### config.mk
export PLATFORM = sky130hd
export DESIGN_NAME = glfm_phase
export DESIGN_NICKNAME = d
export VERILOG_FILES = /design/src/design/glfm_pkg.sv /design/src/design/glfm_phase.sv
export SDC_FILE = /design/constraint.sdc
export NUM_CORES = 2
export LEC_CHECK = 0
export CAP_MARGIN = 20
export CORE_MARGIN = 4
export CORE_UTILIZATION = 50
export CTS_CLUSTER_SIZE = 40
export DETAILED_ROUTE_END_ITERATION = 10
export DONT_BUFFER_PORTS = 1
export SLEW_MARGIN = 20
export SYNTH_ARGS = -nofsm -noshare
export SYNTH_HDL_FRONTEND = slang
export SYNTH_SLANG_ARGS = --single-unit
### constraint.sdc
create_clock -name i_clk -period 17.3 [get_ports i_clk]
set_input_delay 1.73 -clock i_clk [delete_from_list [all_inputs] [get_ports i_clk]]
set_output_delay 1.73 -clock i_clk [all_outputs]
set_load 0.05 [all_outputs]
### src/design/glfm_pkg.sv
`timescale 1ns / 1ps
// ----------------------------------------------------------------------------
// glfm_pkg
// Shared types and constants of the gated LFM chirp generator.
// ----------------------------------------------------------------------------
package glfm_pkg;

    // Bus and register map
    localparam int ADDR_W = 5;
    localparam int DATA_W = 32;

    typedef enum logic [2:0] {
        REG_PHASE_STEP   = 3'd0,
        REG_CHIRP_COEF   = 3'd1,
        REG_START_PHASE  = 3'd2,
        REG_AMPLITUDE    = 3'd3,
        REG_NOISE_GAIN   = 3'd4,
        REG_DELAY        = 3'd5,
        REG_WINDOW_LEN   = 3'd6
    } t_reg_idx;

    // Phase truncation and CORDIC sizing
    localparam int PHASE_BITS    = 16;
    localparam int CORDIC_STAGES = 16;
    localparam int STAGE_IDX_W   = $clog2(CORDIC_STAGES);
    localparam int XW            = 34;   // CORDIC x/y width, covers gain growth
    localparam int ZW            = 32;   // residual angle, 2^32 per turn
    localparam int NW            = 20;   // scaled noise term width
    localparam int MW            = 18;   // delayed time width

    // 1/K in Q16
    localparam logic [15:0] INV_GAIN_Q16 = 16'd39797;

    // Reset values
    localparam logic [14:0] AMPLITUDE_RESET = 15'd16384;
    localparam logic [15:0] WINDOW_RESET    = 16'd1024;
    localparam logic [30:0] X0_RESET        = 31'd652034048;  // 16384 * 39797

    // Quadrant of the folded phase
    typedef enum logic [1:0] {
        QUAD_0 = 2'd0,
        QUAD_1 = 2'd1,
        QUAD_2 = 2'd2,
        QUAD_3 = 2'd3
    } t_quad;

    // Live configuration, plus the precomputed CORDIC start magnitude
    typedef struct packed {
        logic        [31:0] phase_step;
        logic        [31:0] chirp_coef;
        logic        [15:0] start_phase;
        logic        [14:0] amplitude;
        logic        [14:0] noise_gain;
        logic signed [16:0] delay;
        logic        [15:0] window_len;
        logic        [30:0] x0;
    } t_cfg;

    // Per-item sideband that rides along the rotation pipeline
    typedef struct packed {
        logic signed [MW-1:0] m;
        logic                 in_win;
        logic signed [NW-1:0] nre;
        logic signed [NW-1:0] nim;
        t_quad                quad;
    } t_side;

    // Rotation angles, 2^32 per turn
    function automatic logic [ZW-1:0] atan_turn(input logic [STAGE_IDX_W-1:0] idx);
        logic [ZW-1:0] v;
        case (idx)
            4'd0:    v = 32'h20000000;
            4'd1:    v = 32'h12E4051E;
            4'd2:    v = 32'h09FB385B;
            4'd3:    v = 32'h051111D4;
            4'd4:    v = 32'h028B0D43;
            4'd5:    v = 32'h0145D7E1;
            4'd6:    v = 32'h00A2F61E;
            4'd7:    v = 32'h00517C55;
            4'd8:    v = 32'h0028BE53;
            4'd9:    v = 32'h00145F2F;
            4'd10:   v = 32'h000A2F98;
            4'd11:   v = 32'h000517CC;
            4'd12:   v = 32'h00028BE6;
            4'd13:   v = 32'h000145F3;
            4'd14:   v = 32'h0000A2FA;
            4'd15:   v = 32'h0000517D;
            default: v = '0;
        endcase
        return v;
    endfunction

endpackage

### src/design/glfm_phase.sv
`timescale 1ns / 1ps
// ----------------------------------------------------------------------------
// glfm_phase
// Five-stage front end: delayed time and gate, phase products, phase sum and
// quadrant fold, scaled noise terms.
// ----------------------------------------------------------------------------
module glfm_phase (
    input  logic                        i_clk,
    input  logic                        i_rst_n,
    input  glfm_pkg::t_cfg              i_cfg,
    input  logic                        i_valid,
    output logic                        o_acc,
    input  logic                 [15:0] i_sample_index,
    input  logic signed          [15:0] i_noise_re,
    input  logic signed          [15:0] i_noise_im,
    output logic                        o_valid,
    input  logic                        i_dn_acc,
    output logic signed [glfm_pkg::ZW-1:0] o_z,
    output glfm_pkg::t_side             o_side
);

    // Stage advance chain: a stage loads when empty or when it empties too
    logic w_acc1, w_acc2, w_acc3, w_acc4, w_acc5;

    logic r_s1_v, r_s2_v, r_s3_v, r_s4_v, r_s5_v;

    // Stage 1
    logic signed [glfm_pkg::MW-1:0] r_s1_m;
    logic signed [15:0]             r_s1_nre, r_s1_nim;
    // Stage 2
    logic signed [glfm_pkg::MW-1:0] r_s2_m;
    logic                           r_s2_inside;
    logic        [15:0]             r_s2_ad;
    logic signed [31:0]             r_s2_pre, r_s2_pim;
    // Stage 3
    logic signed [glfm_pkg::MW-1:0] r_s3_m;
    logic                           r_s3_inside;
    logic        [31:0]             r_s3_ph1, r_s3_q;
    logic signed [glfm_pkg::NW-1:0] r_s3_nre, r_s3_nim;
    // Stage 4
    logic signed [glfm_pkg::MW-1:0] r_s4_m;
    logic                           r_s4_inside;
    logic        [31:0]             r_s4_ph1;
    logic        [39:0]             r_s4_chirp;
    logic signed [glfm_pkg::NW-1:0] r_s4_nre, r_s4_nim;
    // Stage 5
    logic signed [glfm_pkg::ZW-1:0] r_s5_z;
    glfm_pkg::t_side                r_s5_side;

    logic signed [glfm_pkg::MW-1:0] n_m;
    logic signed [18:0]             w_d;
    logic        [18:0]             w_dabs;
    logic                           n_inside;
    logic        [47:0]             w_ph1_full;
    logic        [31:0]             n_q;
    logic signed [31:0]             w_nre_r, w_nim_r;
    logic        [63:0]             w_chirp_full;
    logic        [31:0]             w_ph_sum;
    logic        [31:0]             w_ph;
    glfm_pkg::t_quad                n_quad;
    logic        [31:0]             w_res;

    assign w_acc5 = !r_s5_v || i_dn_acc;
    assign w_acc4 = !r_s4_v || w_acc5;
    assign w_acc3 = !r_s3_v || w_acc4;
    assign w_acc2 = !r_s2_v || w_acc3;
    assign w_acc1 = !r_s1_v || w_acc2;
    assign o_acc  = w_acc1;

    // Valid bits
    always_ff @(posedge i_clk) begin
        if (!i_rst_n) begin
            r_s1_v <= 1'b0;
            r_s2_v <= 1'b0;
            r_s3_v <= 1'b0;
            r_s4_v <= 1'b0;
            r_s5_v <= 1'b0;
        end else begin
            if (w_acc1) r_s1_v <= i_valid;
            if (w_acc2) r_s2_v <= r_s1_v;
            if (w_acc3) r_s3_v <= r_s2_v;
            if (w_acc4) r_s4_v <= r_s3_v;
            if (w_acc5) r_s5_v <= r_s4_v;
        end
    end

    // Stage 1: delayed time m = n + delay
    assign n_m = $signed({2'b00, i_sample_index}) +
                 $signed({i_cfg.delay[16], i_cfg.delay});

    always_ff @(posedge i_clk) begin
        if (w_acc1) begin
            r_s1_m   <= n_m;
            r_s1_nre <= i_noise_re;
            r_s1_nim <= i_noise_im;
        end
    end

    // Stage 2: window gate, |2m - L|, noise products
    assign n_inside = !r_s1_m[17] && (r_s1_m[16:0] <= {1'b0, i_cfg.window_len});
    assign w_d      = $signed({1'b0, r_s1_m[16:0], 1'b0}) -
                      $signed({3'b000, i_cfg.window_len});
    assign w_dabs   = w_d[18] ? 19'(-w_d) : 19'(w_d);

    always_ff @(posedge i_clk) begin
        if (w_acc2) begin
            r_s2_m      <= r_s1_m;
            r_s2_inside <= n_inside;
            r_s2_ad     <= w_dabs[15:0];
            r_s2_pre    <= 32'($signed({1'b0, i_cfg.noise_gain})) * 32'(r_s1_nre);
            r_s2_pim    <= 32'($signed({1'b0, i_cfg.noise_gain})) * 32'(r_s1_nim);
        end
    end

    // Stage 3: phase_step * m, (2m - L)^2, noise rounding
    assign w_ph1_full = 48'(i_cfg.phase_step) * 48'(r_s2_m[15:0]);
    assign n_q        = 32'(r_s2_ad) * 32'(r_s2_ad);
    assign w_nre_r    = (r_s2_pre + 32'sd1024) >>> 11;
    assign w_nim_r    = (r_s2_pim + 32'sd1024) >>> 11;

    always_ff @(posedge i_clk) begin
        if (w_acc3) begin
            r_s3_m      <= r_s2_m;
            r_s3_inside <= r_s2_inside;
            r_s3_ph1    <= w_ph1_full[31:0];
            r_s3_q      <= n_q;
            r_s3_nre    <= w_nre_r[glfm_pkg::NW-1:0];
            r_s3_nim    <= w_nim_r[glfm_pkg::NW-1:0];
        end
    end

    // Stage 4: chirp term, kept mod 2^40
    assign w_chirp_full = 64'(r_s3_q) * 64'(i_cfg.chirp_coef);

    always_ff @(posedge i_clk) begin
        if (w_acc4) begin
            r_s4_m      <= r_s3_m;
            r_s4_inside <= r_s3_inside;
            r_s4_ph1    <= r_s3_ph1;
            r_s4_chirp  <= w_chirp_full[39:0];
            r_s4_nre    <= r_s3_nre;
            r_s4_nim    <= r_s3_nim;
        end
    end

    // Stage 5: phase sum, truncation, quadrant fold
    assign w_ph_sum = r_s4_ph1 + r_s4_chirp[39:8] + {i_cfg.start_phase, 16'd0};
    assign w_ph     = {w_ph_sum[31 -: glfm_pkg::PHASE_BITS],
                       {(32 - glfm_pkg::PHASE_BITS){1'b0}}};
    assign n_quad   = glfm_pkg::t_quad'(w_ph[31:30] + {1'b0, w_ph[29]});
    assign w_res    = w_ph - {n_quad, 30'd0};

    always_ff @(posedge i_clk) begin
        if (w_acc5) begin
            r_s5_z           <= $signed(w_res);
            r_s5_side.m      <= r_s4_m;
            r_s5_side.in_win <= r_s4_inside;
            r_s5_side.nre    <= r_s4_nre;
            r_s5_side.nim    <= r_s4_nim;
            r_s5_side.quad   <= n_quad;
        end
    end

    assign o_valid = r_s5_v;
    assign o_z     = r_s5_z;
    assign o_side  = r_s5_side;

endmodule

==> impl_metrics.ini <==
[outcome]
status = finished, final reports clean

[clock_network]
cts_tree = built
cts.sinks = 452
cts_setup_buffers = 0
cts.clk_slew.worst_paths_ns = 0.06
clk_latency_ns = 0.65
post_cts_resize_count = 0
cts_hold_buf = 0
cts-root-buf = clkbuf_16
htreeDepth = 2
clk_path_buf_depth = 3
cts_buffers = 51

[die]
core_mm2 = 0.146
die_y_um = 391
std_cell_rows = 140
start_util_pct = 50.3
die_x_um = 391
dieArea_mm2 = 0.153
ios = 321

[synth]
yosysWarnings = 0
synthArstFlopShare_pct = 0
synth-seq-cells = 452
avgSynthCellArea_um2 = 10.1
synth-main-ff-cell = edfxtp_1
synth_edf_count = 447
syn_inst = 7254
synth.distinct_cells = 74
synth_area_mm2 = 0.0733
ys_seq_area_share_pct = 18.4

[sta]
tightest_slew_ns = 1.00
final.setup.tns_ns = 0
finClkSkew_ns = 0.0534
slew_violations = 0
fmax_ghz = 0.119
rsz0062_at_grt = no
finalHoldViolCount = 0
finalCriticalPeriod_ns = 8.43
relSlewSlack_pct = 33.3
setup_violations = 0
period_share_pct = 48.8

[global_route]
grt_pass1_wl_um = 291000
globalRouteMet3Util_pct = 4.62
grt_pass1_vias = 52500
use_met2_pct = 41.3
met1_usage_pct = 32.9
globalRoute.busiestLayer = met2
overflow = 0
grt_usage_pct = 24.5
grt_max_degree = 78
antenna_found_initial = 30

[detailed_routing]
drtAntennaViolNets = 0
wirelength_um = 179000
firstDrtPassIters = 5
initialDrtViolationCount = 2453
post-route-drc-count = 0
vias_per_cell = 5.27
vias = 47700
routedWlPerCell_um = 19.7

[finish]
num-nets-final = 9394
syn_to_final_growth_pct = 4.69
ff_latch_area_mm2 = 0.0135
fillers = 13300
drive_above_1_share_pct = 2.20
multi_input_area_mm2 = 0.0526

[setup_path]
required_ns = 17.70
worstSetupStartpointType = input port
worstPathMaxFanout = 31
cp-end-kind = register
worstPathArrival_ns = 8.84
path_class = input port to register

[place]
dp_hpwl_um = 138000
portBuffers = 0
routabilityCongestion = 0.847

[flow_run]
maxCapViolations = 0

[worst_hold_path]
hold_path.class = register to register
[logic make-up (layout without fill, tap and decap cells)]
kind of cell	Yosys count	count (layout)	share of synthesized area (%)
DFF	452	452	18.4
adders and majority gates	2085	2085	50.4
muxes	2	2	0.0290
other	2	47	0.0102
xor gates and xnor gates	300	300	3.58
AOI/OAI and AO/OA	378	378	3.46
and+or+nand+nor	2098	2098	14.1
buffers and inverters	1937	1778	10.0
[cell usage after synthesis (32+ instances only)]
library cell	instances	area (um2)
fa_1	1451	29000
o21ai_0	51	255
clkbuf_1	282	1060
inv_1	1636	6140
a21o_1	43	323
and2_1	757	4740
nor3_1	32	160
nand2_1	976	3660
a21oi_1	105	526
edfxtp_1	447	13400
nor2_1	124	465
xnor2_1	225	1970
nor2b_1	37	231
nand3_1	44	220
ha_1	634	7930
xor2_1	75	657
o21a_1	40	300
nand2b_1	45	282
[critical path, cell delays in order]
cell and delay [ns]:
and2_1 0.16, fa_1 0.53, inv_1 0.05, fa_1 0.49
fa_1 0.45, fa_1 0.54, inv_1 0.05, fa_1 0.49
inv_1 0.06, fa_1 0.55, inv_1 0.05, fa_1 0.51
fa_1 0.44, ha_1 0.39, and3_1 0.17, nand4_1 0.17
o211ai_1 0.42, o21ai_1 0.19, o21ai_1 0.40, a41oi_1 0.28
a21oi_1 0.26, a21oi_1 0.11, xnor2_1 0.30
[metrics by stage]
stage	hold slack, ns	instance area [um2]	setup WS [ns]	utilization (%)	std cells
2_1_floorplan	0.400	73500	8.69	-	7284
3_3_place_gp	0.403	75000	8.25	51.5	8947
3_5_place_dp	0.405	75000	8.21	51.5	8947
4_1_cts	0.397	76700	8.86	52.7	9042
5_1_grt	0.408	76800	8.56	52.7	9046
6_report	0.394	76800	8.87	52.7	9057
[state kept, by name (all words and copies together) (netlist names), 21 cells and up]
register	flops
o_side	61
r_s3_ph1	32
r_s4_chirp	32
r_s4_ph1	32
r_s3_q	31
r_s2_pim	21
r_s2_pre	21
[routing by layer]
layer,share of wire [%],wire [um]
met5,0.063,112
met1,42,75400
met3,6.8,12100
met2,48,86200
met4,2.6,4720
[final timing paths]
kind                    from              to  slack [ns]  cells past startpoint
setup reg to reg  r_s3_q[12]  r_s4_chirp[39]        9.05                     23
hold reg to reg   r_s3_m[10]      r_s4_m[10]        0.39                      0
hold / removal    r_s3_m[10]      r_s4_m[10]        0.39                      0
setup / recovery  i_cfg[112]  r_s4_chirp[39]        8.87                     23
[layout make-up]
class	count	share of cell area, %
Inverter	1636	8.01
Multi-Input combinational cell	4895	68.5
Timing Repair Buffer	47	0.460
Clock buffer	56	1.71
Sequential cell	452	17.6
Antenna cell	15	0.0489
Tap cell	1917	3.12
Clock inverter	39	0.502
[placed cells by master, fill, tap and decap left out, drive strengths merged, types with 4 or more instances in the layout]
master	n
o21a	40
dfxtp	5
fa	1451
a211o	6
clkbuf	56
clkinv	21
diode	15
nand3	44
nor2b	37
edfxtp	447
bufinv	4
or2	11
and4	5
and2	757
a31oi	12
nand2	976
buf	47
or3	10
a21o	43
nand4	23
nor4	6
nor3	32
inv	1646
clkinvlp	4
o21bai	17
o31ai	11
xor2	75
a21boi	15
a21oi	107
o21ai	60
xnor2	225
nand2b	45
ha	634
nor2	124
and3	19
o211ai	10
a311oi	4
conb	32
a211oi	12
Power is left out: the tool's default activity adds up to more than one toggle a clock period on the data nets, which glitch-free logic cannot reach.
