<file path="src/design/glfm_pkg.sv">
`timescale 1ns / 1ps
// ----------------------------------------------------------------------------
// glfm_pkg
// Shared types and constants of the gated LFM chirp generator.
// ----------------------------------------------------------------------------
package glfm_pkg;

    // Bus and register map
    localparam int ADDR_W = 5;
    localparam int DATA_W = 32;

    typedef enum logic [2:0] {
        REG_PHASE_STEP   = 3'd0,
        REG_CHIRP_COEF   = 3'd1,
        REG_START_PHASE  = 3'd2,
        REG_AMPLITUDE    = 3'd3,
        REG_NOISE_GAIN   = 3'd4,
        REG_DELAY        = 3'd5,
        REG_WINDOW_LEN   = 3'd6
    } t_reg_idx;

    // Phase truncation and CORDIC sizing
    localparam int PHASE_BITS    = 16;
    localparam int CORDIC_STAGES = 16;
    localparam int STAGE_IDX_W   = $clog2(CORDIC_STAGES);
    localparam int XW            = 34;   // CORDIC x/y width, covers gain growth
    localparam int ZW            = 32;   // residual angle, 2^32 per turn
    localparam int NW            = 20;   // scaled noise term width
    localparam int MW            = 18;   // delayed time width

    // 1/K in Q16
    localparam logic [15:0] INV_GAIN_Q16 = 16'd39797;

    // Reset values
    localparam logic [14:0] AMPLITUDE_RESET = 15'd16384;
    localparam logic [15:0] WINDOW_RESET    = 16'd1024;
    localparam logic [30:0] X0_RESET        = 31'd652034048;  // 16384 * 39797

    // Quadrant of the folded phase
    typedef enum logic [1:0] {
        QUAD_0 = 2'd0,
        QUAD_1 = 2'd1,
        QUAD_2 = 2'd2,
        QUAD_3 = 2'd3
    } t_quad;

    // Live configuration, plus the precomputed CORDIC start magnitude
    typedef struct packed {
        logic        [31:0] phase_step;
        logic        [31:0] chirp_coef;
        logic        [15:0] start_phase;
        logic        [14:0] amplitude;
        logic        [14:0] noise_gain;
        logic signed [16:0] delay;
        logic        [15:0] window_len;
        logic        [30:0] x0;
    } t_cfg;

    // Per-item sideband that rides along the rotation pipeline
    typedef struct packed {
        logic signed [MW-1:0] m;
        logic                 in_win;
        logic signed [NW-1:0] nre;
        logic signed [NW-1:0] nim;
        t_quad                quad;
    } t_side;

    // Rotation angles, 2^32 per turn
    function automatic logic [ZW-1:0] atan_turn(input logic [STAGE_IDX_W-1:0] idx);
        logic [ZW-1:0] v;
        case (idx)
            4'd0:    v = 32'h20000000;
            4'd1:    v = 32'h12E4051E;
            4'd2:    v = 32'h09FB385B;
            4'd3:    v = 32'h051111D4;
            4'd4:    v = 32'h028B0D43;
            4'd5:    v = 32'h0145D7E1;
            4'd6:    v = 32'h00A2F61E;
            4'd7:    v = 32'h00517C55;
            4'd8:    v = 32'h0028BE53;
            4'd9:    v = 32'h00145F2F;
            4'd10:   v = 32'h000A2F98;
            4'd11:   v = 32'h000517CC;
            4'd12:   v = 32'h00028BE6;
            4'd13:   v = 32'h000145F3;
            4'd14:   v = 32'h0000A2FA;
            4'd15:   v = 32'h0000517D;
            default: v = '0;
        endcase
        return v;
    endfunction

endpackage

</file>
<file path="src/design/glfm_out.sv">
`timescale 1ns / 1ps
// ----------------------------------------------------------------------------
// glfm_out
// Rounding to Q1.15, quadrant unfold, noise add with saturation, gating and
// the output register.
// ----------------------------------------------------------------------------
module glfm_out (
    input  logic                           i_clk,
    input  logic                           i_rst_n,
    input  logic                           i_valid,
    output logic                           o_acc,
    input  logic signed [glfm_pkg::XW-1:0] i_x,
    input  logic signed [glfm_pkg::XW-1:0] i_y,
    input  glfm_pkg::t_side                i_side,
    output logic                           o_valid,
    input  logic                           i_stall,
    output logic signed [15:0]             o_re,
    output logic signed [15:0]             o_im,
    output logic signed [glfm_pkg::MW-1:0] o_time,
    output logic                           o_in_window
);

    function automatic logic signed [15:0] sat16(input logic signed [21:0] v);
        logic signed [15:0] r;
        if (v > 22'sd32767) begin
            r = 16'sh7FFF;
        end else if (v < -22'sd32768) begin
            r = 16'sh8000;
        end else begin
            r = v[15:0];
        end
        return r;
    endfunction

    logic w_acc1, w_acc2;
    logic r_s1_v, r_s2_v;

    logic signed [18:0]             r_s1_cr, r_s1_ci;
    glfm_pkg::t_side                r_s1_side;
    logic signed [15:0]             r_s2_re, r_s2_im;
    logic signed [glfm_pkg::MW-1:0] r_s2_time;
    logic                           r_s2_inwin;

    logic signed [glfm_pkg::XW-1:0] w_xr, w_yr;
    logic signed [18:0]             w_c, w_s;
    logic signed [18:0]             n_cr, n_ci;
    logic signed [21:0]             w_sum_re, w_sum_im;

    assign w_acc2 = !r_s2_v || !i_stall;
    assign w_acc1 = !r_s1_v || w_acc2;
    assign o_acc  = w_acc1;

    always_ff @(posedge i_clk) begin
        if (!i_rst_n) begin
            r_s1_v <= 1'b0;
            r_s2_v <= 1'b0;
        end else begin
            if (w_acc1) r_s1_v <= i_valid;
            if (w_acc2) r_s2_v <= r_s1_v;
        end
    end

    // Round half up to Q1.15, then undo the quadrant fold
    assign w_xr = (i_x + 34'sd32768) >>> 16;
    assign w_yr = (i_y + 34'sd32768) >>> 16;
    assign w_c  = w_xr[18:0];
    assign w_s  = w_yr[18:0];

    always_comb begin
        case (i_side.quad)
            glfm_pkg::QUAD_0: begin
                n_cr = w_c;
                n_ci = w_s;
            end
            glfm_pkg::QUAD_1: begin
                n_cr = -w_s;
                n_ci = w_c;
            end
            glfm_pkg::QUAD_2: begin
                n_cr = -w_c;
                n_ci = -w_s;
            end
            glfm_pkg::QUAD_3: begin
                n_cr = w_s;
                n_ci = -w_c;
            end
            default: begin
                n_cr = w_c;
                n_ci = w_s;
            end
        endcase
    end

    always_ff @(posedge i_clk) begin
        if (w_acc1) begin
            r_s1_cr   <= n_cr;
            r_s1_ci   <= n_ci;
            r_s1_side <= i_side;
        end
    end

    // Noise add, saturate, zero outside the window
    assign w_sum_re = 22'(r_s1_cr) + 22'(r_s1_side.nre);
    assign w_sum_im = 22'(r_s1_ci) + 22'(r_s1_side.nim);

    always_ff @(posedge i_clk) begin
        if (w_acc2) begin
            r_s2_re    <= r_s1_side.in_win ? sat16(w_sum_re) : 16'sd0;
            r_s2_im    <= r_s1_side.in_win ? sat16(w_sum_im) : 16'sd0;
            r_s2_time  <= r_s1_side.m;
            r_s2_inwin <= r_s1_side.in_win;
        end
    end

    assign o_valid     = r_s2_v;
    assign o_re        = r_s2_re;
    assign o_im        = r_s2_im;
    assign o_time      = r_s2_time;
    assign o_in_window = r_s2_inwin;

endmodule

</file>
<file path="config.mk">
export PLATFORM = sky130hd
export DESIGN_NAME = glfm_out
export DESIGN_NICKNAME = d
export VERILOG_FILES = /design/src/design/glfm_pkg.sv /design/src/design/glfm_out.sv
export SDC_FILE = /design/constraint.sdc
export NUM_CORES = 1
export LEC_CHECK = 0
export BUFFER_PORTS_ARGS = -buffer_cell sky130_fd_sc_hd__buf_2
export CAP_MARGIN = 40
export CORE_MARGIN = 8
export CORE_UTILIZATION = 54
export DETAILED_ROUTE_END_ITERATION = 10
export PLACE_DENSITY_LB_ADDON = 0.3
export SYNTH_ARGS = -nofsm -noshare
export SYNTH_HDL_FRONTEND = slang
export SYNTH_SLANG_ARGS = --single-unit
</file>
<file path="constraint.sdc">
create_clock -name i_clk -period 9 [get_ports i_clk]
set_clock_uncertainty 0.15 [all_clocks]
set_input_delay 0.45 -clock i_clk [delete_from_list [all_inputs] [get_ports i_clk]]
set_output_delay 0.45 -clock i_clk [all_outputs]
set_load 0.1 [all_outputs]
</file>
==> results.tsv, run 1 <==
metric	value	unit
cell taking the most area after synthesis	edfxtp_1	
synth top area cells	edfxtp_1 46%, ha_1 5.7%, a21oi_1 5.7%, xnor2_1 4.8%, o21ai_0 3.3%	
post-CTS resize count	0	
R2R setup slack	5050	ps
fillers	1418	
Worst-Skew Late Latency	420	ps
hpwl dp	17600	µm
ANT cells	0	
die extent in x	149	µm
vias in the first global route	7353	
Max Fanout on Critical Path	15	
final instance area	0.0111	mm²
Max clock buf depth	2	
Netlist cell types	85	
Placement Setup Slack	5140	ps
part of the cycle the worst path needs	0.439	
hold slack	48.9	ps
remaining global-route overflow	0	
Synth Flop Type	edfxtp_1	
chip height	149	µm
power per cell area	217	mW/mm²
combinational power share	0.344	
HP Class	in2reg	
RSZ-0062 raised after global routing	no	
post-synthesis sequential area ratio	0.468	
Leak	4.51	nW
CTS buffer count	17	
DIE AREA	0.0223	mm²
cell area after synthesis	0.00958	mm²
Worst-path clk slew	70	ps
Placed Area	0.0106	mm²
clock share of power	0.289	
FF+latch count, synth	150	
reg-to-reg startpoint	r_s1_ci[0]$_DFFE_PP_	
count leader, synth	edfxtp_1	
Yosys warnings	0	
Setup crit end kind	flop	
max-slew violation total from the final report	0	
Routed WL	23000	µm
post-layout util	0.644	
Synth Instances	931	
Routed Antenna Nets	0	
GRT Overall Usage	0.207	
Post-CTS Setup Bufs	0	
Rows	48	
worst-case reg-to-reg path depth	11	
crit path time final	3950	ps
VDD IR max	150	µV
sw frac	0.391	
vias per cell	5.85	
WS Path Type	reg2reg	
Detailed Route Iter0 Violations	538	
drt wl/cell	17.5	µm
Achievable Freq	253	MHz
via count	7676	
Worst Setup Start Kind	flop	
Hold Crit Depth	1	
Hold Vio Cnt, Final	0	
final setup vio count	0	
crit path to	o_im[12]$_SDFFCE_PN0P_	
H-tree levels	4	
iteration count of the initial detailed-routing pass	5	
Sequential Power Share	0.368	
Psw	0.000947	W
r2r endpoint	o_im[12]$_SDFFCE_PN0P_	
CTS Root Cell	clkbuf_16	
Post-synth ARST share	0	
Synth Area per Inst	10.3	µm²
CP required	8980	ps
Max Cap Viol	0	
# clock sinks	150	
Initial Util	0.554	
CP Launch Point	r_s1_ci[0]$_DFFE_PP_	
Pint	0.00147	W
Slew headroom	0.388	
setup TNS	0	ps
Synth Net Count	1110	
I/O pins	186	
share of cells above drive strength 1	0.212	
first-pass GRT wire length	37000	µm
hold_sp	i_side[10]	
post-layout worst setup margin	5050	ps
number of synthesized flops with an enable pin	148	
core area	0.0173	mm²
Nets	1254	
drt drc	0	
initial antenna violation count	0	
Port-buffer cells	155	
GP Congestion	0.895	
TritonCTS clock tree	done	
hold buffer count at cts	0	
largest net degree at the start of global routing	75	
Commonest cells post-synth	148 x edfxtp_1, 109 x a21oi_1, 75 x nand2_1	
Arr. time, crit path	3920	ps
Layout area overhead	16.3	%
share of the synthesized area in the top cell type	0.464	
status	finished, final reports clean	
Worst Tran Pin Value	919	ps
-- through the flow --
step / cells / power, W
floorplan: 931 / 0.00156
global placement: 1276 / 0.00171
detailed placement: 1281 / 0.00173
CTS: 1313 / 0.00243
global route: 1313 / 0.00253
finish: 1313 / 0.00242
-- state kept, by name, summed over array words and instances, names as in the netlist --
signal       flops
o_im            16
o_in_window      1
o_re            16
o_time          18
o_valid          1
r_s1_ci         19
r_s1_cr         19
r_s1_side       59
r_s1_v           1
-- cell families (layout without fill, tap and decap cells) --
logic type	count (synthesis)	after routing	share of synthesized area
AO/OA/AOI/OAI	290	290	0.197
AND/OR/NAND/NOR	282	282	0.152
flip-flops	150	150	0.468
XOR/XNOR	87	87	0.0795
buffers and inverters	67	224	0.0320
adder cells (fa/ha/maj)	46	46	0.0616
multiplexers	9	9	0.0101
-- layer usage --
metal | part of all wire | vias up | GRT usage
met2 | 0.46 | 229 | 0.330
met4 | 0.019 | 0 | 0.0692
met3 | 0.061 | 24 | 0.0404
met5 | 0 | - | 0
met1 | 0.46 | 3606 | 0.276
li1 | - | 3817 | -
-- final cells by class --
class / count / area, µm² / area share
flip-flops and latches: 150 / 4480 / 0.403
clock inverters: 15 / 160 / 0.0144
repair buffers: 163 / 873 / 0.0784
inverters: 29 / 109 / 0.00977
clock buffers: 17 / 425 / 0.0382
well taps: 225 / 282 / 0.0253
multi-input cells: 714 / 4810 / 0.431
-- cells in the final DEF, fill, tap and decap left out, drive strengths merged, types with 4 or more instances in the layout --
cell and instances:
buf 163, edfxtp 148, a21oi 109, nand2 75, o21ai 67, nor2 56
xnor2 52, ha 44, inv 37, nand3 36, xor2 35, nor3 21
and3 18, clkbuf 17, nand2b 15, nand4 12, a21o 11, o31ai 11
and2 9, or3 9, o211ai 8, mux2i 7, o21a 7, o21bai 7
a31oi 7, a221oi 7, a211oi 6, nor4 6, and4 6, or2 5
a21boi 5, a41oi 4, nor2b 4, o22ai 4, o41ai 4, o31a 4
clkinv 4
-- worst min-delay path by stage --
stage | endpoint
after floorplan | o_time[0]$_DFFE_PP_
after global placement | o_time[1]$_DFFE_PP_
after detailed placement | o_time[9]$_DFFE_PP_
after CTS | r_s1_side[13]$_DFFE_PP_
after global routing | r_s1_side[12]$_DFFE_PP_
final | r_s1_side[10]$_DFFE_PP_
-- critical path, stage by stage (launching register included) --
cell and delay [ps]:
edfxtp_1 430, ha_1 260, inv_1 90, fa_1 200, nand2b_1 150, a21oi_1 120, o311ai_1 720, nand2_1 90
o21bai_1 180, a221o_1 330, o41ai_4 750, a21oi_1 180
-- power groups by stage --
stage               registers (W)  logic, W  clock network, W
floorplan                 0.00121  0.000350                 0
global placement         0.000904  0.000808                 0
finish                   0.000891  0.000832          0.000698
global route             0.000898  0.000890          0.000738
detailed placement       0.000906  0.000825                 0
CTS                      0.000892  0.000829          0.000713
Note: power is estimated with default switching activity, not from simulation.
==> inputs of run 2 (changes only) <==
==> constraint.sdc (replaced) <==
create_clock -name i_clk -period 3.7 [get_ports i_clk]
set_clock_uncertainty 0.15 [all_clocks]
set_input_delay 0.185 -clock i_clk [delete_from_list [all_inputs] [get_ports i_clk]]
set_output_delay 0.185 -clock i_clk [all_outputs]
set_load 0.1 [all_outputs]
==> run 2 against run 1 <==
Routed wire length is 2.1% higher. Die area stayed put. Non-clock buffer count is 68 higher. Register-to-register slack worse by 4800 ps. First-iteration DRC count is 26% higher. Clock-buffer cell count stayed put. Critical endpoint is now o_im[5]$_SDFFCE_PN0P_. Largest cell class unchanged. Largest power group unchanged.
==> results.tsv, run 2 (synthesized netlist as in run 1, its figures left out) <==
metric	value	unit
status	finished, final reports clean	
Setup crit end kind	flop	
core area	0.0173	mm²
Layout area overhead	23.0	%
Slew headroom	0.458	
TritonCTS clock tree	done	
Worst-Skew Late Latency	430	ps
max-slew violation total from the final report	0	
power per cell area	501	mW/mm²
Max clock buf depth	2	
Port-buffer cells	155	
CTS buffer count	17	
VDD IR max	373	µV
Max Fanout on Critical Path	15	
vias in the first global route	7500	
Nets	1322	
part of the cycle the worst path needs	0.923	
ANT cells	0	
Crit path largest cell delay	400	ps
Initial Util	0.554	
Rows	48	
critical path's slowest cell	a221o_1	
GP Congestion	0.871	
Worst Tran Pin Value	809	ps
drt wl/cell	17.0	µm
setup TNS	0	ps
hold slack	102	ps
Worst-path clk slew	70	ps
Hold Vio Cnt, Final	0	
RSZ-0062 raised after global routing	no	
CP cell instances	ha_1 > a211oi_1 > o21ai_0 > a22o_1 > or3_1 > a221o_1 > o41ai_4 > buf_4 > a21oi_1	
most frequent cells in the layout	155 x buf_2, 148 x edfxtp_1, 109 x a21oi_1, 74 x nand2_1	
Routed Antenna Nets	0	
vias per cell	5.73	
DIE AREA	0.0223	mm²
max reg flops	59	
CTS Root Cell	clkbuf_16	
largest registers	r_s1_side: 59 flops, r_s1_ci: 19 flops, r_s1_cr: 19 flops	
Buf/Inv on CP	1	
initial antenna violation count	0	
crit path time final	3410	ps
Worst Setup Start Kind	flop	
iteration count of the initial detailed-routing pass	5	
WS Path Type	reg2reg	
GRT Overall Usage	0.212	
Total Power	0.00591	W
H-tree levels	4	
commonest non-fill, non-tap cell in the layout	buf_2	
Leak	4.80	nW
largest net degree at the start of global routing	69	
Top delay family on crit path	compound AO/OA/AOI/OAI gates	
chip height	149	µm
drt drc	0	
Detailed Route Iter0 Violations	677	
HP Class	in2reg	
Biggest register	r_s1_side	
final setup vio count	0	
Arr. time, crit path	3440	ps
Routed WL	23500	µm
CP required	3730	ps
Achievable Freq	293	MHz
remaining global-route overflow	0	
I/O pins	186	
share of cells above drive strength 1	0.205	
Post-CTS Setup Bufs	0	
via count	7915	
Max Cap Viol	0	
# clock sinks	150	
first-pass GRT wire length	38100	µm
die extent in x	149	µm
hpwl dp	17600	µm
-- run 2: final cells by class --
class	instances	area, µm²
Clock inverter	15	145
Tap cell	225	282
Fill cell	1345	5510
Multi-Input combinational cell	714	4810
Clock buffer	17	425
Timing Repair Buffer	231	1530
Sequential cell	150	4480
Inverter	29	109
-- run 2: worst reg2reg max path: cells and delay by family, from the launching register on --
kind,cells,cell delay (ps)
AOI/OAI and AO/OA,6,1610
adders and majority gates,1,390
and+or+nand+nor,1,390
DFF,1,370
buffers and inverters,1,260
-- run 2: routing by layer --
metal / up-vias / track usage / share of wire
met5: - / 0 / 0
met4: 0 / 0.0636 / 0.017
met3: 26 / 0.0394 / 0.057
met2: 268 / 0.344 / 0.46
met1: 3673 / 0.284 / 0.47
li1: 3948 / - / -
-- run 2: power by group --
| part | internal, W | switching [W] | total [W] | leakage [nW] |
|---|---|---|---|---|
| Sequential | 0.00210 | 0.0000693 | 0.00217 | 1.60 |
| Clock | 0.000899 | 0.000757 | 0.00166 | 0.282 |
| Combinational | 0.000580 | 0.00150 | 0.00208 | 2.92 |
| Total | 0.00358 | 0.00233 | 0.00591 | 4.80 |
-- run 2: worst paths after layout --
check,slack [ps],startpoint,depth (start not counted),to
max,290,r_s1_ci[10]$_DFFE_PP_,9,o_im[5]$_SDFFCE_PN0P_
min,100,i_y[16],4,r_s1_cr[0]$_DFFE_PP_
max reg2reg,290,r_s1_ci[10]$_DFFE_PP_,9,o_im[5]$_SDFFCE_PN0P_
min reg2reg,270,r_s1_side[48]$_DFFE_PP_,0,o_time[5]$_DFFE_PP_
-- run 2: repair_timing --
item / in CTS / in global routing
hold buffers: 63 / 0
endpoints found under the setup margin: 0 / 15
endpoints found under the hold margin: 61 / 0
gates resized for setup: 0 / 1
-- run 2: metrics by stage --
step                      area (µm²)  worst slack (ps)  std cells  utilization
after global routing           11800               151       1381        0.681
after CTS                      11800               179       1381        0.681
after global placement         10600               224       1284        0.610
final                          11800               286       1381        0.681
after floorplan                 9590               544        931            -
after detailed placement       10600               220       1286        0.612
==> inputs of run 3 (changes only) <==
==> constraint.sdc (replaced) <==
create_clock -name i_clk -period 3.4 [get_ports i_clk]
set_clock_uncertainty 0.15 [all_clocks]
set_input_delay 0.17 -clock i_clk [delete_from_list [all_inputs] [get_ports i_clk]]
set_output_delay 0.17 -clock i_clk [all_outputs]
set_load 0.1 [all_outputs]
==> run 3 against run 2 <==
Sequential cell count unchanged. Global-route usage increased by 0.31 points. Maximum frequency increased by 4.5%. Design area increased by 1.1%. Power increased by 11%. Setup slack got worse by 150 ps. Critical path depth unchanged. Combinational power increased by 11%. Clock-buffer cell count unchanged.
==> results.tsv, run 3 (synthesized netlist as in run 1, its figures left out) <==
metric	value	unit
status	finished, final reports clean	
TritonCTS clock tree	done	
critical path's slowest cell	edfxtp_1	
reg-to-reg startpoint	r_s1_ci[1]$_DFFE_PP_	
Routed WL	24000	µm
Max Fanout on Critical Path	15	
CTS buffer count	17	
core area	0.0173	mm²
Detailed Route Iter0 Violations	651	
chip height	149	µm
power per cell area	548	mW/mm²
Crit path largest cell delay	410	ps
Worst Tran Pin Value	716	ps
HP Class	in2reg	
CTS Root Cell	clkbuf_16	
via count	8003	
most frequent cells in the layout	155 x buf_2, 148 x edfxtp_1, 109 x a21oi_1, 74 x nand2_1	
remaining global-route overflow	0	
max reg flops	59	
largest registers	r_s1_side: 59 flops, r_s1_ci: 19 flops, r_s1_cr: 19 flops	
Layout area overhead	24.4	%
Max Cap Viol	0	
max-slew violation total from the final report	0	
initial antenna violation count	1	
Arr. time, crit path	3270	ps
Worst Setup Start Kind	flop	
VDD IR max	550	µV
CP required	3410	ps
vias in the first global route	7719	
post-route insts no fill	1391	
Max clock buf depth	2	
H-tree levels	4	
DP Cell Count	1295	
hold_sp	i_y[16]	
DIE AREA	0.0223	mm²
Achievable Freq	306	MHz
# clock sinks	150	
Routed Antenna Nets	0	
drt drc	0	
final instance area	0.0119	mm²
Biggest register	r_s1_side	
Port-buffer cells	155	
CP cell instances	ha_1 > a211oi_1 > nor2_1 > o311a_1 > or3_1 > a221o_1 > o41ai_4 > buf_12 > a21oi_1	
post-layout worst setup margin	133	ps
largest net degree at the start of global routing	50	
hpwl dp	17800	µm
Leak	4.85	nW
crit path time final	3270	ps
die extent in x	149	µm
vias per cell	5.75	
GRT Overall Usage	0.215	
Nets	1331	
Setup crit end kind	flop	
Initial Util	0.554	
part of the cycle the worst path needs	0.961	
Worst-path clk slew	60	ps
first-pass GRT wire length	38500	µm
Slew headroom	0.521	
Worst-Skew Late Latency	420	ps
CP Launch Point	r_s1_ci[1]$_DFFE_PP_	
I/O pins	186	
Hold Vio Cnt, Final	0	
commonest non-fill, non-tap cell in the layout	buf_2	
share of cells above drive strength 1	0.216	
Placement Setup Slack	91.1	ps
WS Path Type	reg2reg	
GP Congestion	0.931	
drt wl/cell	17.2	µm
Rows	48	
hold slack	135	ps
iteration count of the initial detailed-routing pass	6	
Placed Area	0.0107	mm²
final setup vio count	0	
run 3: changes by cell type in the layout (fill, tap and decap cells not counted), sizes merged:
cell	before	now
buf	168	178
bufinv	0	2
clkinv	2	4
clkinvlp	1	3
diode	0	1
dlygate4sd3	63	62
inv	41	35
run 3: path summary, 6_finish.rpt:
check,end,slack [ps],depth (start not counted)
max,o_im[14]$_SDFFCE_PN0P_,130,9
min,r_s1_cr[0]$_DFFE_PP_,140,4
max reg2reg,o_im[14]$_SDFFCE_PN0P_,130,9
min reg2reg,o_time[16]$_DFFE_PP_,260,0
run 3: final cells by class:
| cell class | instances | area [µm²] |
|---|---|---|
| clock inverters | 15 | 169 |
| flip-flops and latches | 150 | 4480 |
| fillers | 1317 | 5370 |
| well taps | 225 | 282 |
| repair buffers | 240 | 1610 |
| inverters | 29 | 109 |
| clock buffers | 17 | 425 |
| multi-input cells | 714 | 4840 |
| diodes | 1 | 2.50 |
run 3: where the power goes:
group	internal (W)	switching [W]	total, W
sequential	0.00229	0.0000778	0.00236
combinational	0.000657	0.00165	0.00230
clock	0.00110	0.000765	0.00186
total	0.00404	0.00249	0.00653
run 3: what timing repair did:
action,CTS,global route
endpoints found under the hold margin,61,0
buffers inserted,0,1
gates resized for setup,0,7
endpoints found under the setup margin,0,30
hold buffers,62,0
run 3: layer usage:
metal / vias to the layer above / track usage / wire, µm
li1: 3965 / - / -
met1: 3711 / 0.285 / 10900
met2: 296 / 0.347 / 11200
met3: 31 / 0.0397 / 1460
met4: 0 / 0.0752 / 436
met5: - / 0 / 0
run 3: metrics by stage:
stage               TNS (ps)  power (W)  utilization
floorplan                  0    0.00414            -
CTS                        0    0.00654        0.687
global placement           0    0.00457        0.615
detailed placement         0    0.00461        0.617
finish                     0    0.00653        0.689
global route           -15.1    0.00682        0.689
run 3: critical path, delay by kind of cell, from the launching register on:
family,cells,cell delay (ps)
AOI/OAI and AO/OA,5,1450
adders and majority gates,1,330
buffers and inverters,1,180
DFF,1,410
and+or+nand+nor,2,480
